<file path="src/hdl/gtq_ram.sv">
// generic simple dual port ram, one write port and one registered read port
// no dependencies
`timescale 1ns / 1ps

module gtq_ram #(
    parameter int WIDTH = 8,
    parameter int DEPTH = 16
) (
    input  logic                     i_clk,
    input  logic                     i_we,
    input  logic [$clog2(DEPTH)-1:0] i_waddr,
    input  logic [WIDTH-1:0]         i_wdata,
    input  logic [$clog2(DEPTH)-1:0] i_raddr,
    output logic [WIDTH-1:0]         o_rdata
);

    logic [WIDTH-1:0] r_mem [DEPTH];
    logic [WIDTH-1:0] r_rdata;

    always_ff @(posedge i_clk) begin
        if (i_we) begin
            r_mem[i_waddr] <= i_wdata;
        end
        r_rdata <= r_mem[i_raddr];
    end

    assign o_rdata = r_rdata;

endmodule

</file>
<file path="config.mk">
export PLATFORM = sky130hd
export DESIGN_NAME = gtq_ram
export DESIGN_NICKNAME = d
export VERILOG_FILES = /design/src/hdl/gtq_ram.sv
export SDC_FILE = /design/constraint.sdc
export NUM_CORES = 1
export LEC_CHECK = 0
export ABC_AREA = 1
export BUFFER_PORTS_ARGS = -buffer_cell sky130_fd_sc_hd__buf_2
export CAP_MARGIN = 20
export CORE_MARGIN = 4
export CORE_UTILIZATION = 40
export DETAILED_ROUTE_END_ITERATION = 16
export HOLD_SLACK_MARGIN = 0.1
export PLACE_DENSITY = 0.69
export SYNTH_ARGS = -nofsm -noshare
export SYNTH_HDL_FRONTEND = slang
export SYNTH_SLANG_ARGS = --single-unit
</file>
<file path="constraint.sdc">
create_clock -name i_clk -period 1.2 [get_ports i_clk]
set_input_delay 0.24 -clock i_clk [delete_from_list [all_inputs] [get_ports i_clk]]
set_output_delay 0.24 -clock i_clk [all_outputs]
set_load 0.005 [all_outputs]
</file>
==> metrics <==
outcome=completed; port bufs=25; # nets final=616; HPWL Detailed=8150 um; arrival time worst endpoint=0.92 ns; routed vias/inst=4.94; die area=16400 um2; P_int=8.53 mW; Cell Area, Synth=5770 um2; Final Hold Viols=0; VDD IR max=938 uV; Hold Crit Start=i_raddr[3]; skew final=0.00574 ns; H-tree Lvls=4; cell type with the largest total area after synthesis=edfxtp_1; Die Y=128 um; Max Cap Viol=0; Area contributors post-synth=edfxtp_1 67%, nand2_1 11%, nand3_1 8.4%; Total GRT Usage=17.1%; Clock Latency Late Sink=0.41 ns; Post-CTS Hold Buffers=0; Worst R2R Setup Slack=0.12 ns; crit path max fanout=1; Rel. slew slack=74.7%; FF-to-FF path depth=6; #FFs+latches synth=136; # setup viols final=0; total length of routed wires=13100 um; FP Rows=43; Reg power frac=49.5%; commonest non-fill, non-tap cell in the layout=nand2_1; measured slew at the worst slew-check pin=0.379 ns; mean post-synth cell area=10.5 um2; # Post-CTS Setup Buffers=0; DR iter-0 viols=259; crit path kind=reg -> out; DRC Markers=0; Switching Share=21.0%; Longest Clk Path Bufs=2; RSZ-0062 raised after global routing=false; routability cong.=0.824; share of the synthesized area in the top cell type=66.7%; Hold EP=o_rdata[3]$_DFF_P_; TritonCTS clock tree=done; WL per Instance=16.6 um; most frequent cells in the layout=173 x nand2_1, 128 x edfxtp_1, 100 x inv_1, 97 x nand3_1, 25 x buf_2; NetSw=2.27 mW; post-route setup TNS=0 ns; CTS clock-pin slew for the worst setup and hold paths=0.05 ns; critical-path cell list=buf_2; first-pass GRT wire length=20800 um; Congestion Overflow GR=0; Seq/Total Area, Yosys=69.4%; Area Overhead vs Synth=17.4%; Gate power share=6.3%; YS warnings=0; CTS Buf Count=17; P_leak=2.95 nW; Final min period=1.16 ns; initial core utilization=41.2%; DRT Pass-1 Iters=5; Hold Path Class=in -> reg; synthesized net count=569; Pins Over Slew Limit=0; vias in the first global route=3880; ant diodes=0; r2r endpoint=o_rdata[1]$_DFF_P_; WHS Path Cells=3; Final period util=96.6%; Power Dens Cells=1600 nW/um2; CP required=0.96 ns; clock power share=44.1%; worst setup margin=0.0406 ns; CP Launch Type=register; CP top delay family=flip-flops; Largest stage delay, worst path=0.37 ns; clock sinks=136; Final ANT Viol Nets=0; post-cts resize count=0; crit path capture type=output port; filler instances=1240; CP Buf/Inv Count=1; Syn Inst Count=551; initial antenna violation count=0; CP max-delay cell=dfxtp_1; CTS root buf=clkbuf_16; Finished Core Util=48.4%; R2R Path Start=r_mem[7][1]$_DFFE_PP_; largest net degree at the start of global routing=63; synth unique cells=12; via count=3909; num ports=26; Place WS=-0.108 ns; Die Span X=128 um; Max Fclk=863 MHz; layout cells sized above 1=12.8%; core area=14000 um2; WHS=0.121 ns
[state kept, by name, indices dropped and copies added, names as in the netlist]
signal / count
o_rdata: 8
r_mem: 128
[power by group through the flow]
stage / Combinational, mW / Clock (mW) / Sequential (mW)
after floorplan: 0.375 / 0 / 5.44
after global placement: 0.666 / 0 / 5.44
after detailed placement: 0.682 / 0 / 5.45
after CTS: 0.690 / 4.81 / 5.35
after global routing: 0.762 / 5.00 / 5.36
final: 0.685 / 4.77 / 5.35
[kinds of logic (layout without fill, tap and decap cells)]
family | Yosys count | in the layout | share of synthesized area, %
simple gates | 289 | 289 | 21.0
flops | 136 | 136 | 69.4
buf+inv | 126 | 186 | 9.52
[worst register-to-register path: stages, from the launching register on]
cell	delay [ns]
edfxtp_1	0.38
inv_1	0.08
nand2_1	0.06
nand3_1	0.09
nand3_1	0.10
nand3_1	0.14
nand2_1	0.11
[how the worst max path moves through the flow]
stage,from,endpoint,slack [ns],depth (start not counted)
after floorplan,i_waddr[3],r_mem[4][0]$_DFFE_PP_,0.009,2
after global placement,i_raddr[0],o_rdata[1]$_DFF_P_,-0.09,8
after detailed placement,i_raddr[0],o_rdata[1]$_DFF_P_,-0.11,7
after CTS,o_rdata[6]$_DFF_P_,o_rdata[6],0.02,1
after global routing,o_rdata[6]$_DFF_P_,o_rdata[6],0.01,1
final,o_rdata[2]$_DFF_P_,o_rdata[2],0.04,1
[per-stage QoR]
stage,power (mW),cell area [um2],std cells
2_1_floorplan,5.81,5770,551
3_3_place_gp,6.11,6230,759
3_5_place_dp,6.13,6230,759
4_1_cts,10.9,6770,791
5_1_grt,11.1,6770,791
6_report,10.8,6770,791
[area by class of cell]
type	count	area, um2	share of cell area [%]
Clock inverter	5	48.8	0.721
Timing Repair Buffer	52	403	5.95
Tap cell	180	225	3.33
Inverter	102	383	5.66
Sequential cell	136	4000	59.1
Clock buffer	27	493	7.28
Multi-Input combinational cell	289	1210	17.9
[synthesized netlist by cell type, drive strengths merged]
| library cell | number |
|---|---|
| nor2 | 17 |
| nand2 | 173 |
| edfxtp | 128 |
| nand3b | 2 |
| inv | 102 |
| dfxtp | 8 |
| nand3 | 97 |
| buf | 24 |
[layer usage]
metal	global-route usage (%)	share of wire, %	vias up
met2	27.9	49	157
met5	0	0	-
met1	21.7	42	1859
met4	8.30	2.7	0
li1	-	-	1867
met3	3.62	6.0	26
No activity file was read; power rests on OpenSTA's default activity.
